==> src/rtl/lsdc_pkg.sv <==
// Shared types and constants of the lane steering drive controller.
package lsdc_pkg;

  localparam int ERR_W      = 12;
  localparam int TIME_W     = 32;
  localparam int DUTY_W     = 20;
  localparam int THR_W      = 11;
  localparam int WIN_W      = 16;
  localparam int GAIN_W     = 10;
  localparam int GAIN_FRAC  = 8;
  localparam int PROD_W     = ERR_W + GAIN_W;
  localparam int OFFS_W     = PROD_W - GAIN_FRAC;
  localparam int CFG_IDX_W  = 3;
  localparam int CFG_DATA_W = 20;

  // register indexes
  localparam logic [CFG_IDX_W-1:0] CFG_DEV_THRESHOLD = 3'd0;
  localparam logic [CFG_IDX_W-1:0] CFG_WINDOW_LIMIT  = 3'd1;
  localparam logic [CFG_IDX_W-1:0] CFG_CRUISE_DUTY   = 3'd2;
  localparam logic [CFG_IDX_W-1:0] CFG_CORNER_DUTY   = 3'd3;
  localparam logic [CFG_IDX_W-1:0] CFG_MAX_ERROR     = 3'd4;
  localparam logic [CFG_IDX_W-1:0] CFG_STEER_GAIN    = 3'd5;
  localparam logic [CFG_IDX_W-1:0] CFG_MIN_DUTY      = 3'd6;
  localparam logic [CFG_IDX_W-1:0] CFG_MAX_DUTY      = 3'd7;

  // register values after reset
  localparam logic [THR_W-1:0]  RST_DEV_THRESHOLD = 11'd20;
  localparam logic [WIN_W-1:0]  RST_WINDOW_LIMIT  = 16'd500;
  localparam logic [DUTY_W-1:0] RST_CRUISE_DUTY   = 20'd200000;
  localparam logic [DUTY_W-1:0] RST_CORNER_DUTY   = 20'd140000;
  localparam logic [THR_W-1:0]  RST_MAX_ERROR     = 11'd100;
  localparam logic [GAIN_W-1:0] RST_STEER_GAIN    = 10'd179;
  localparam logic [DUTY_W-1:0] RST_MIN_DUTY      = 20'd120000;
  localparam logic [DUTY_W-1:0] RST_MAX_DUTY      = 20'd250000;

  typedef struct packed {
    logic signed [ERR_W-1:0] raw_error;
    logic [TIME_W-1:0]       frame_time_ms;
    logic                    lane_found;
  } lsdc_in_t;

  typedef struct packed {
    logic [DUTY_W-1:0]       left_duty;
    logic [DUTY_W-1:0]       right_duty;
    logic                    drive_on;
    logic signed [ERR_W-1:0] smoothed_error;
    logic                    corner_mode;
  } lsdc_out_t;

endpackage

==> src/rtl/lsdc_div.sv <==
// Bit-serial restoring divider for unsigned magnitudes, one quotient bit per cycle.
module lsdc_div #(
  parameter int DVD_W = 15,
  parameter int DVS_W = 4
) (
  input  logic             clk,
  input  logic             rst,
  input  logic             start,
  input  logic [DVD_W-1:0] dividend,
  input  logic [DVS_W-1:0] divisor,
  output logic             done,
  output logic [DVD_W-1:0] quotient
);

  localparam int STEP_W = $clog2(DVD_W);

  logic              busy;
  logic [STEP_W-1:0] step;
  logic [DVD_W-1:0]  acc;        // dividend bits shift out, quotient bits shift in
  logic [DVS_W-1:0]  rem;
  logic [DVS_W-1:0]  divisor_r;
  logic [DVS_W:0]    trial;
  logic [DVS_W:0]    trial_diff;
  logic              fits;
  logic [DVS_W-1:0]  rem_next;

  always_comb begin
    trial      = {rem, acc[DVD_W-1]};
    trial_diff = trial - {1'b0, divisor_r};
    fits       = (trial >= {1'b0, divisor_r});
    rem_next   = fits ? trial_diff[DVS_W-1:0] : trial[DVS_W-1:0];
  end

  always_ff @(posedge clk) begin
    if (rst) begin
      busy <= 1'b0;
      done <= 1'b0;
      step <= '0;
    end else begin
      done <= 1'b0;
      if (start) begin
        busy <= 1'b1;
        step <= STEP_W'(DVD_W - 1);
      end else if (busy) begin
        if (step == '0) begin
          busy <= 1'b0;
          done <= 1'b1;
        end else begin
          step <= step - 1'b1;
        end
      end
    end
  end

  always_ff @(posedge clk) begin
    if (start) begin
      acc       <= dividend;
      rem       <= '0;
      divisor_r <= divisor;
    end else if (busy) begin
      acc <= {acc[DVD_W-2:0], fits};
      rem <= rem_next;
    end
  end

  assign quotient = acc;

endmodule

==> src/rtl/lane_steering_drive_controller.sv <==
// Top level of the lane steering drive controller.
// Each accepted word carries one frame's signed raw lane error, a millisecond
// timestamp and a lane-found bit; each produces exactly one result word with the
// left and right duties, a drive-on bit, the smoothed error and the corner flag.
// On acceptance the error history (last AVG_DEPTH frames), the running sum, the
// timestamp history (last RUN_FRAMES frames), the deviation run and the corner
// flag are all updated together. The average is then formed by a
// bit-serial divider that produces one quotient bit per cycle over the magnitude
// of the sum, SUM_W = 12 + clog2(AVG_DEPTH) bits (15 at the default depth), so the
// divider sets the pace. The ST_SCALE step then scales the clamped error by the Q8
// gain, and the ST_DRIVE step forms and clamps the duties and loads the output
// register. in_ready is high only while the sequencer is idle. The output register
// holds its word until taken, and a new word is accepted while it waits; a word
// that reaches the last step while the previous result is still waiting holds
// there until the output register frees. Configuration writes are meant to be
// made only while the block is idle. Without a lane the duties and drive_on read
// zero, but the history, run and corner flag update as usual.
module lane_steering_drive_controller #(
  parameter int AVG_DEPTH  = 8,
  parameter int RUN_FRAMES = 5
) (
  input  logic                               clk,
  input  logic                               rst,
  input  logic                               in_valid,
  output logic                               in_ready,
  input  lsdc_pkg::lsdc_in_t                 in_word,
  output logic                               out_valid,
  input  logic                               out_ready,
  output lsdc_pkg::lsdc_out_t                out_word,
  input  logic                               cfg_wr_en,
  input  logic [lsdc_pkg::CFG_IDX_W-1:0]     cfg_index,
  input  logic [lsdc_pkg::CFG_DATA_W-1:0]    cfg_data
);

  localparam int ERR_W  = lsdc_pkg::ERR_W;
  localparam int SUM_W  = ERR_W + $clog2(AVG_DEPTH);
  localparam int HCNT_W = $clog2(AVG_DEPTH + 1);
  localparam int TCNT_W = $clog2(RUN_FRAMES + 1);
  localparam int LR_W   = lsdc_pkg::DUTY_W + 2;   // signed room for speed +/- offset

  typedef enum logic [1:0] {
    ST_IDLE,
    ST_DIV,
    ST_SCALE,
    ST_DRIVE
  } state_t;

  // configuration registers
  logic [lsdc_pkg::THR_W-1:0]  dev_limit;
  logic [lsdc_pkg::WIN_W-1:0]  window_limit_ms;
  logic [lsdc_pkg::DUTY_W-1:0] cruise_duty;
  logic [lsdc_pkg::DUTY_W-1:0] corner_duty;
  logic [lsdc_pkg::THR_W-1:0]  max_error;
  logic [lsdc_pkg::GAIN_W-1:0] steer_gain;
  logic [lsdc_pkg::DUTY_W-1:0] min_duty;
  logic [lsdc_pkg::DUTY_W-1:0] max_duty;

  // frame history state
  logic signed [ERR_W-1:0]           err_hist      [AVG_DEPTH];
  logic signed [ERR_W-1:0]           err_hist_next [AVG_DEPTH];
  logic [HCNT_W-1:0]                 hist_count;
  logic [HCNT_W-1:0]                 hist_count_next;
  logic signed [SUM_W-1:0]           err_sum;
  logic signed [SUM_W-1:0]           err_sum_next;
  logic [lsdc_pkg::TIME_W-1:0]       time_hist      [RUN_FRAMES];
  logic [lsdc_pkg::TIME_W-1:0]       time_hist_next [RUN_FRAMES];
  logic [TCNT_W-1:0]                 time_count;
  logic [TCNT_W-1:0]                 time_count_next;
  logic [TCNT_W-1:0]                 dev_run;
  logic [TCNT_W-1:0]                 dev_run_next;
  logic                              corner_flag;
  logic                              corner_next;

  logic                              hist_full;
  logic                              time_full;
  logic [lsdc_pkg::TIME_W-1:0]       time_span;
  logic                              time_ok;
  logic [ERR_W-1:0]                  err_mag;
  logic                              deviating;
  logic [SUM_W-1:0]                  sum_mag;

  // sequencer and datapath registers
  state_t                            state;
  logic                              accept;
  logic                              lane_r;
  logic                              avg_neg;
  logic signed [ERR_W-1:0]           avg;
  logic [ERR_W-1:0]                  avg_mag;
  logic [lsdc_pkg::PROD_W-1:0]       prod;
  logic                              div_done;
  logic [SUM_W-1:0]                  div_quo;
  logic [ERR_W-1:0]                  quo_mag;
  logic [ERR_W-1:0]                  err_clamped;
  logic [lsdc_pkg::OFFS_W-1:0]       offs_mag;
  logic [lsdc_pkg::DUTY_W-1:0]       speed;
  logic signed [LR_W-1:0]            left_raw;
  logic signed [LR_W-1:0]            right_raw;
  logic signed [LR_W-1:0]            left_hi;
  logic signed [LR_W-1:0]            right_hi;
  logic [lsdc_pkg::DUTY_W-1:0]       left_duty;
  logic [lsdc_pkg::DUTY_W-1:0]       right_duty;
  logic                              out_free;

  assign in_ready = (state == ST_IDLE);
  assign accept   = in_valid && in_ready;
  assign out_free = !out_valid || out_ready;

  // Configuration: one register per index, written in place.
  always_ff @(posedge clk) begin
    if (rst) begin
      dev_limit       <= lsdc_pkg::RST_DEV_THRESHOLD;
      window_limit_ms <= lsdc_pkg::RST_WINDOW_LIMIT;
      cruise_duty     <= lsdc_pkg::RST_CRUISE_DUTY;
      corner_duty     <= lsdc_pkg::RST_CORNER_DUTY;
      max_error       <= lsdc_pkg::RST_MAX_ERROR;
      steer_gain      <= lsdc_pkg::RST_STEER_GAIN;
      min_duty        <= lsdc_pkg::RST_MIN_DUTY;
      max_duty        <= lsdc_pkg::RST_MAX_DUTY;
    end else if (cfg_wr_en) begin
      unique case (cfg_index)
        lsdc_pkg::CFG_DEV_THRESHOLD: dev_limit       <= cfg_data[lsdc_pkg::THR_W-1:0];
        lsdc_pkg::CFG_WINDOW_LIMIT:  window_limit_ms <= cfg_data[lsdc_pkg::WIN_W-1:0];
        lsdc_pkg::CFG_CRUISE_DUTY:   cruise_duty     <= cfg_data[lsdc_pkg::DUTY_W-1:0];
        lsdc_pkg::CFG_CORNER_DUTY:   corner_duty     <= cfg_data[lsdc_pkg::DUTY_W-1:0];
        lsdc_pkg::CFG_MAX_ERROR:     max_error       <= cfg_data[lsdc_pkg::THR_W-1:0];
        lsdc_pkg::CFG_STEER_GAIN:    steer_gain      <= cfg_data[lsdc_pkg::GAIN_W-1:0];
        lsdc_pkg::CFG_MIN_DUTY:      min_duty        <= cfg_data[lsdc_pkg::DUTY_W-1:0];
        lsdc_pkg::CFG_MAX_DUTY:      max_duty        <= cfg_data[lsdc_pkg::DUTY_W-1:0];
      endcase
    end
  end

  // Error history: fill from the bottom, then shift the oldest out at the
  // bottom and take the newest in at the top. The sum follows.
  always_comb begin
    hist_full = (hist_count == HCNT_W'(AVG_DEPTH));
    for (int i = 0; i < AVG_DEPTH - 1; i++) begin
      if (hist_full) begin
        err_hist_next[i] = err_hist[i+1];
      end else if (hist_count == HCNT_W'(i)) begin
        err_hist_next[i] = in_word.raw_error;
      end else begin
        err_hist_next[i] = err_hist[i];
      end
    end
    if (hist_full || hist_count == HCNT_W'(AVG_DEPTH - 1)) begin
      err_hist_next[AVG_DEPTH-1] = in_word.raw_error;
    end else begin
      err_hist_next[AVG_DEPTH-1] = err_hist[AVG_DEPTH-1];
    end
    hist_count_next = hist_full ? hist_count : hist_count + 1'b1;
    err_sum_next    = err_sum + SUM_W'(in_word.raw_error)
                      - (hist_full ? SUM_W'(err_hist[0]) : SUM_W'(0));
    sum_mag         = err_sum_next[SUM_W-1] ? SUM_W'(-err_sum_next) : SUM_W'(err_sum_next);
  end

  // Timestamp history and the span test over the newest RUN_FRAMES frames.
  always_comb begin
    time_full = (time_count == TCNT_W'(RUN_FRAMES));
    for (int i = 0; i < RUN_FRAMES - 1; i++) begin
      if (time_full) begin
        time_hist_next[i] = time_hist[i+1];
      end else if (time_count == TCNT_W'(i)) begin
        time_hist_next[i] = in_word.frame_time_ms;
      end else begin
        time_hist_next[i] = time_hist[i];
      end
    end
    if (time_full || time_count == TCNT_W'(RUN_FRAMES - 1)) begin
      time_hist_next[RUN_FRAMES-1] = in_word.frame_time_ms;
    end else begin
      time_hist_next[RUN_FRAMES-1] = time_hist[RUN_FRAMES-1];
    end
    time_count_next = time_full ? time_count : time_count + 1'b1;
    // wraps modulo 2^32 on purpose
    time_span       = in_word.frame_time_ms - time_hist_next[0];
    time_ok         = (time_count_next == TCNT_W'(RUN_FRAMES))
                      && (time_span <= lsdc_pkg::TIME_W'(window_limit_ms));
  end

  // Deviation run (saturating) and corner mode.
  always_comb begin
    err_mag   = in_word.raw_error[ERR_W-1] ? ERR_W'(-in_word.raw_error)
                                           : ERR_W'(in_word.raw_error);
    deviating = (err_mag > {1'b0, dev_limit});
    if (!deviating) begin
      dev_run_next = '0;
    end else if (dev_run == TCNT_W'(RUN_FRAMES)) begin
      dev_run_next = dev_run;
    end else begin
      dev_run_next = dev_run + 1'b1;
    end
    priority if (dev_run_next == TCNT_W'(RUN_FRAMES) && time_ok) begin
      corner_next = 1'b1;
    end else if (dev_run_next == '0) begin
      corner_next = 1'b0;
    end else begin
      corner_next = corner_flag;
    end
  end

  // Advance the history state once per accepted word.
  always_ff @(posedge clk) begin
    if (rst) begin
      hist_count  <= '0;
      err_sum     <= '0;
      time_count  <= '0;
      dev_run     <= '0;
      corner_flag <= 1'b0;
      for (int i = 0; i < AVG_DEPTH; i++) begin
        err_hist[i] <= '0;
      end
      for (int i = 0; i < RUN_FRAMES; i++) begin
        time_hist[i] <= '0;
      end
    end else if (accept) begin
      hist_count  <= hist_count_next;
      err_sum     <= err_sum_next;
      time_count  <= time_count_next;
      dev_run     <= dev_run_next;
      corner_flag <= corner_next;
      err_hist    <= err_hist_next;
      time_hist   <= time_hist_next;
    end
  end

  // Average: |sum| / count, one quotient bit per cycle, sign restored after.
  lsdc_div #(
    .DVD_W (SUM_W),
    .DVS_W (HCNT_W)
  ) u_div (
    .clk      (clk),
    .rst      (rst),
    .start    (accept),
    .dividend (sum_mag),
    .divisor  (hist_count_next),
    .done     (div_done),
    .quotient (div_quo)
  );

  // Steering datapath between sequencer steps.
  always_comb begin
    quo_mag     = div_quo[ERR_W-1:0];
    err_clamped = (avg_mag > {1'b0, max_error}) ? {1'b0, max_error} : avg_mag;
    offs_mag    = prod[lsdc_pkg::PROD_W-1:lsdc_pkg::GAIN_FRAC];
    speed       = corner_flag ? corner_duty : cruise_duty;
    // offset is sign(avg) * offs_mag; left takes it away, right adds it
    if (avg_neg) begin
      left_raw  = $signed(LR_W'(speed)) + $signed(LR_W'(offs_mag));
      right_raw = $signed(LR_W'(speed)) - $signed(LR_W'(offs_mag));
    end else begin
      left_raw  = $signed(LR_W'(speed)) - $signed(LR_W'(offs_mag));
      right_raw = $signed(LR_W'(speed)) + $signed(LR_W'(offs_mag));
    end
    // upper clamp first, then lower, so min_duty wins when the limits cross
    left_hi  = (left_raw > $signed(LR_W'(max_duty))) ? $signed(LR_W'(max_duty)) : left_raw;
    right_hi = (right_raw > $signed(LR_W'(max_duty))) ? $signed(LR_W'(max_duty)) : right_raw;
    left_duty  = (left_hi < $signed(LR_W'(min_duty))) ? min_duty
                                                      : left_hi[lsdc_pkg::DUTY_W-1:0];
    right_duty = (right_hi < $signed(LR_W'(min_duty))) ? min_duty
                                                       : right_hi[lsdc_pkg::DUTY_W-1:0];
  end

  // Sequencer: accept, divide, scale, drive, then hold the result word.
  always_ff @(posedge clk) begin
    if (rst) begin
      state     <= ST_IDLE;
      out_valid <= 1'b0;
    end else begin
      // raise on a fresh result word, drop once the old one is taken
      if (state == ST_DRIVE && out_free) begin
        out_valid <= 1'b1;
      end else if (out_ready) begin
        out_valid <= 1'b0;
      end
      unique case (state)
        ST_IDLE: begin
          if (accept) begin
            state   <= ST_DIV;
            lane_r  <= in_word.lane_found;
            avg_neg <= err_sum_next[SUM_W-1];
          end
        end
        ST_DIV: begin
          if (div_done) begin
            state   <= ST_SCALE;
            avg_mag <= quo_mag;
            avg     <= avg_neg ? $signed(-quo_mag) : $signed(quo_mag);
          end
        end
        ST_SCALE: begin
          state <= ST_DRIVE;
          prod  <= lsdc_pkg::PROD_W'(err_clamped) * lsdc_pkg::PROD_W'(steer_gain);
        end
        ST_DRIVE: begin
          if (out_free) begin
            state                   <= ST_IDLE;
            out_word.left_duty      <= lane_r ? left_duty : '0;
            out_word.right_duty     <= lane_r ? right_duty : '0;
            out_word.drive_on       <= lane_r;
            out_word.smoothed_error <= avg;
            out_word.corner_mode    <= corner_flag;
          end
        end
        default: begin
          state <= ST_IDLE;
        end
      endcase
    end
  end

endmodule

==> config.mk <==
export PLATFORM = sky130hd
export DESIGN_NAME = lane_steering_drive_controller
export DESIGN_NICKNAME = d
export VERILOG_FILES = /design/src/rtl/lsdc_pkg.sv /design/src/rtl/lsdc_div.sv /design/src/rtl/lane_steering_drive_controller.sv
export SDC_FILE = /design/constraint.sdc
export NUM_CORES = 2
export LEC_CHECK = 0
export ABC_CLOCK_PERIOD_IN_PS = 7300
export BUFFER_PORTS_ARGS = -buffer_cell sky130_fd_sc_hd__buf_2
export CAP_MARGIN = 10
export CORE_MARGIN = 4
export CORE_UTILIZATION = 54
export CTS_CLUSTER_SIZE = 40
export DETAILED_ROUTE_END_ITERATION = 7
export PLACE_DENSITY_LB_ADDON = 0.2
export SLEW_MARGIN = 20
export SYNTH_ARGS = -nofsm -noshare
export SYNTH_HDL_FRONTEND = slang
export SYNTH_SLANG_ARGS = --single-unit
==> constraint.sdc <==
create_clock -name clk -period 7.3 [get_ports clk]
set_input_delay 0.365 -clock clk [delete_from_list [all_inputs] [get_ports clk]]
set_output_delay 0.365 -clock clk [all_outputs]
set_load 0.01 [all_outputs]
======== Word-level counts from Yosys, hierarchy flattened ========
Cells that the tools add are included.
Widths: inputs -> output; s select.
cells by class
  div/mod/pow operators ................... 0
  mux-type cells .......................... 56
  reduce and logical (&&, ||, !) cells .... 57
  bitwise operators ....................... 3
  order comparisons ....................... 8
  add/sub/neg operators ................... 13
  multiply operators ...................... 1
  eq/ne operators ......................... 30
  shift operators ......................... 0
operators with widths
  kind                number
  $mux 32             8
  $mux 12             17
  $mux 22             4
  $mux 15             4
  $mux 20             3
  $reduce_and 2->1    24
  $gt 22x21->1        2
  $lt 22x21->1        2
  $le 32x16->1        1
  $sub 32x32->32      1
  $eq 3x3->1 const B  9
  $reduce_bool 2->1   13
  $gt 12x11->1        2
  $neg 12->12         2
  $mul 12x10->22      1
  $add 20x14->21      1
  $sub 20x14->21      1
  $mux 4              5
  $eq 4x3->1 const B  4
  $add 15x12->15      1
  $neg 15->15         1
  $sub 15x15->15      1
  $eq 3x2->1 const B  4
  $reduce_and 3->1    4
  26 further kinds    53
word-level totals
  memories kept ........................... 0
  word-level logic and storage cells ...... 213
  ROM bits ................................ 0
  bits in latches ......................... 0
  memory bits (writable) .................. 0
  flip-flop bits (word level) ............. 544
  input bits .............................. 73
  output and inout port bits .............. 56

======== Longest topological paths before layout ========
  depth in word-level cells ............... 9
  depth in mapped cells ................... 40
  depth with buffers taken out ............ 34

======== Modules after synthesis ========
A second synthesis with hierarchy kept.
unflattened totals
  cells, all modules ...................... 4038
  area, all modules ....................... 34545.6 um2
by module, submodules not included
  module                          sequential area each (um2)  area an instance (um2)  instances  cells each
  lane_steering_drive_controller  11060.6                     33179.3                 1          3931
  lsdc_div                        770.7                       1366.3                  1          107

======== Worst setup path after synthesis ========
No wires, ideal clock.
  kind .................................... reg2reg
  start point ............................. register corner_flag
  end point ............................... register out_word[34] (netlist bit) (data pin)
  period minus slack after synthesis ...... 8.012 ns
  arrival ................................. 7.750 ns
  slack ................................... -0.712 ns
  setup time .............................. 0.262 ns
  stages on the path, launching flop included .. 40
  required time ........................... 7.038 ns
  path buffers ............................ 6
  cell sequence ........................... dfxtp_1 > buf_4 > clkbuf_1 > clkbuf_1 > mux2i_1 > inv_1 > ha_1 > nand2b_1 > a21oi_1 > o21ai_0 > a211oi_1 > a2111oi_0 > nor2_1 > a32oi_1 > xor2_1 > ha_1 > a21o_1 > a21o_1 > (+4 left out) > a21oi_1 > or2_1 > buf_4 > buf_6 > a21oi_1 > ha_1 > a21o_1 > a21o_1 > a21o_1 > a21o_1 > a21o_1 > a21o_1 > a21oi_1 > o21ai_0 > nor4bb_1 > a21oi_2 > buf_6 > mux2i_1
on the way
  longest elaborated chain between the ends .. 7
  elaborated cells on any way between the ends .. 8
  classes of those cells .................. add/sub: 2; order compare: 2; mux: 4
RTL lines
  what                                              RTL line                                                                      source
  start: declaration                                lane_steering_drive_controller.sv:71                                          logic corner_flag;
  start signal: assignment                          lane_steering_drive_controller.sv:221                                         corner_flag <= corner_next;
  $mux 20 (*)                                       lane_steering_drive_controller.sv:246                                         speed = corner_flag ? corner_duty : cruise_duty;
  $sub 20x14->21 or $add 20x14->21 (tied branches)  lane_steering_drive_controller.sv:252, lane_steering_drive_controller.sv:249
  $mux 22 (*)                                       lane_steering_drive_controller.sv:248                                         if (avg_neg) begin
  $gt 22x21->1                                      lane_steering_drive_controller.sv:256                                         left_hi = (left_raw > $signed(LR_W'(max_duty))) ? $signed(LR_W'(max_duty)) : left_raw;
  $mux 22 (*)                                       lane_steering_drive_controller.sv:256
  $lt 22x21->1                                      lane_steering_drive_controller.sv:258                                         left_duty = (left_hi < $signed(LR_W'(min_duty))) ? min_duty
  $mux 20 (*)                                       lane_steering_drive_controller.sv:258
  end: declaration                                  lane_steering_drive_controller.sv:29                                          output lsdc_pkg::lsdc_out_t out_word,
Mark *: on every way between the ends. The rest lies on a longest branch, timed or not.
A chain may end at the register's enable or synchronous reset.

======== Worst setup path in the final report ========
  start point ............................. register avg_mag[10]
  end point ............................... register prod[21] (netlist bit) (data pin)
on the way
  longest elaborated chain between the ends .. 3
RTL lines
  what                      RTL line                               source
  start: declaration        lane_steering_drive_controller.sv:88   logic [ERR_W-1:0] avg_mag;
  start signal: assignment  lane_steering_drive_controller.sv:287  avg_mag <= quo_mag;
  $gt 12x11->1              lane_steering_drive_controller.sv:244  err_clamped = (avg_mag > {1'b0, max_error}) ? {1'b0, max_error} : avg_mag;
  $mux 12 (*)               lane_steering_drive_controller.sv:244
  $mul 12x10->22 (*)        lane_steering_drive_controller.sv:293  prod <= lsdc_pkg::PROD_W'(err_clamped) * lsdc_pkg::PROD_W'(steer_gain);
  end signal: assignment    lane_steering_drive_controller.sv:293
  end: declaration          lane_steering_drive_controller.sv:89   logic [lsdc_pkg::PROD_W-1:0] prod;
Marked as above.

==> summary.txt <==
Run status
  • Status: finished clean

Critical path
  • CP peak stage delay: 530 ps
  • Data required, critical path: 7690 ps
  • Flop2flop setup slack: 160 ps
  • Cell with the most instances on the worst path: fa_1
  • Critical R2R Launch: avg_mag[10]
  • Critical setup path kind: reg2reg
  • Crit. Startpoint: avg_mag[10]
  • Crit-path slowest cell: fa_1
  • CP Capture Type: flop
  • Signal arrival time at the worst endpoint: 7530 ps
  • Worst setup SP type: flop
  • Crit-path max FO: 6

STA
  • Crit path setup slack, layout: 160 ps
  • Slew at the pin closest to its max-slew limit: 1080 ps
  • Slew headroom: 0.280
  • Tcrit/Tclk final: 0.978
  • Hold slack final: 25.1 ps
  • Slew Viols, Final: 0
  • Worst-case clock skew: 14.5 ps
  • Fmax: 140 MHz
  • Setup violators final: 0
  • Final min period: 7140 ps
  • Fin. Hold Viols: 0

Yosys
  • Synth Area in Adders: 0.159
  • Simple-Gate Fraction of Synth Area: 0.172
  • Top-area cell type share of the netlist area: 0.250
  • Ys async rst share: 0
  • Yosys reg bits: 535
  • Mux cell area share after synthesis: 0.0453
  • Post-synth EDFFs: 112
  • Register area share after synthesis: 0.350
  • Synth Area in XOR/XNOR: 0.0300
  • Synthesis Warnings: 0
  • Synth Flop Type: dfxtp_1
  • Mapped Area: 33800 um2
  • Synth cell types: 81
  • Cells after synthesis: 3975
  • Yosys top cell by area: dfxtp_1
  • Synth top area cells: dfxtp_1, ha_1, edfxtp_1
  • Avg Cell Area, Syn: 8.51 um2
  • Largest family of logic cells by synthesized area: compound AO/OA/AOI/OAI gates
  • Compound-Gate Fraction of Synth Area: 0.185

Placed design
  • Gpl congestion: 0.910
  • PortBufs: 128
  • Detailed Place HPWL: 60.0 mm
  • DP Worst Slack: -525 ps
  • Placed cell count: 4847

Route
  • Met2 routed WL: 41.1 mm
  • Drt drc: 0
  • WL final: 86.6 mm
  • Starting DRT DRC Count: 1530
  • WL/cell: 17.3 um
  • M1 WL: 37.8 mm
  • Met3 WL: 5.03 mm
  • TritonRoute pass-1 iters: 6
  • Routed Antenna Nets: 0
  • Via count: 28108
  • Highest routed metal layer: met5
  • Via density: 5.61

Clock tree
  • CTS clk-pin slew, worst paths: 60 ps
  • CTS Sinks: 535
  • CTS H-tree lvls: 2
  • CTS Buf Count: 58
  • Clock Latency Late Sink: 640 ps
  • CTS tree: done
  • Clk buf depth: 3
  • Clock root buffer: clkbuf_16

Final layout
  • Utilization of the core after routing: 0.629
  • # fillers: 5319
  • Nets: 4570
  • Area growth syn-to-layout: 14.9%
  • Final non-filler cell total: 5014
  • Share of cells above drive strength 1: 0.133

Die
  • CORE AREA: 61800 um2
  • DIE AREA: 66700 um2
  • Cell Rows: 91
  • Number of top-level pins: 129
  • Height of the die: 258 um
  • Die width: 258 um
  • Initial core utilization: 0.547

Worst hold path
  • Worst hold start: in_word[6]
  • Hold Path Class: in2reg

Pwr
  • PwrDens: 314 nW/um2
  • LEAKAGE: 15.8 nW
  • Maximum vdd drop: 0.214 mV
  • Design Power: 12.2 mW

Run
  • Max cap viols: 0

Global routing
  • Pin count of the biggest net entering global routing: 218
  • Vias in the first global route: 26969
  • Initial antenna violation count: 3
  • GRT Total Usage: 0.251
  • Gr ovfl total: 0
  • First-pass GRT wire length: 140 mm
==> state kept, by name, indices dropped and copies added (netlist names), 10 cells and up <==
register / cells
dev_limit: 11
err_hist: 96
max_duty: 20
max_error: 11
steer_gain: 10
avg: 12
avg_mag: 11
out_word: 54
cruise_duty: 20
err_sum: 15
time_hist: 160
u_div.quotient: 15
min_duty: 20
prod: 14
corner_duty: 20
window_limit_ms: 16
==> critical path: cells and delay by family (launching register included) <==
kind | cells | cell delay, ps
compound gates | 11 | 2220
xor+xnor | 1 | 70
fa+ha+maj | 7 | 2840
buf+inv | 5 | 610
flops | 1 | 420
mux | 1 | 330
simple gates | 4 | 410
==> routing by layer <==
| metal | vias to the layer above | global-route usage |
|---|---|---|
| met4 | 2 | 0.0831 |
| li1 | 14067 | - |
| met2 | 709 | 0.426 |
| met5 | - | 0 |
| met1 | 13149 | 0.330 |
| met3 | 181 | 0.0407 |
==> path summary, 6_finish.rpt <==
kind | depth (start not counted) | endpoint
hold reg to reg | 0 | out_word[8]
setup / recovery | 29 | prod[21]
hold / removal | 3 | time_hist[5]
setup reg to reg | 29 | prod[21]
==> cells by family (layout without fill, tap and decap cells) <==
family	Yosys count	after routing
and+or+nand+nor	1293	1294
AOI/OAI and AO/OA	994	994
DFF	535	535
buffers and inverters	517	707
adders and majority gates	372	372
muxes	146	146
xor gates and xnor gates	116	116
other	2	13
==> cells in the final DEF, fill, tap and decap left out, drive strengths merged, types with 57 or more instances in the layout <==
cell type / n
nand2: 505
a21oi: 435
dfxtp: 423
nor2: 383
inv: 292
buf: 280
ha: 277
a211oi: 230
o21ai: 113
edfxtp: 112
nor3: 96
fa: 95
mux2i: 89
and2: 88
clkbuf: 87
xnor2: 85
mux2: 57
==> what timing repair did <==
action,in CTS,in global routing
pin swaps,9,49
endpoints found under the hold margin,29,0
setup endpoints to repair,48,48
gates cloned,1,1
resized for setup,25,105
buffers inserted,4,22
hold buffers,28,0
==> through the flow <==
step	cell area (um2)	TNS (ps)
5_1_grt	38900	-2440
3_3_place_gp	35700	-12440
6_report	38900	0
4_1_cts	38200	0
2_1_floorplan	33900	0
3_5_place_dp	35700	-13560
==> final cells by class <==
cell class,count,area [um2],area share
clock buffer,86,1700,0.0437
tap,837,1050,0.0269
clock inverter,23,288,0.00741
timing repair buffer,309,2190,0.0563
inverter,289,1080,0.0279
antenna,3,7.51,0.000193
sequential,535,11800,0.305
multi-input combinational,2932,20700,0.533
==> cell usage after synthesis (16+ instances only) <==
cell type,number
mux2_2,57
o21ai_0,111
dfxtp_1,423
mux2i_1,89
and2_1,88
a22o_1,31
xnor2_1,85
clkbuf_1,194
ha_1,277
nand3_1,24
nand3b_1,25
a21oi_1,433
nand4_1,32
a211o_1,23
nand2b_1,35
xor2_1,31
o21bai_1,16
fa_1,95
nor2b_1,46
o21a_1,18
a21o_1,47
inv_1,287
nor2_1,382
a211oi_1,230
nor3_1,94
nand2_1,505
edfxtp_1,112
==> power breakdown <==
part	internal (mW)	switching, mW	leakage [nW]
logic	2.34	3.12	10.4
registers	3.50	0.227	4.47
clock network	1.76	1.27	0.968
total	7.60	4.61	15.8
(Power assumes the default switching activity.)
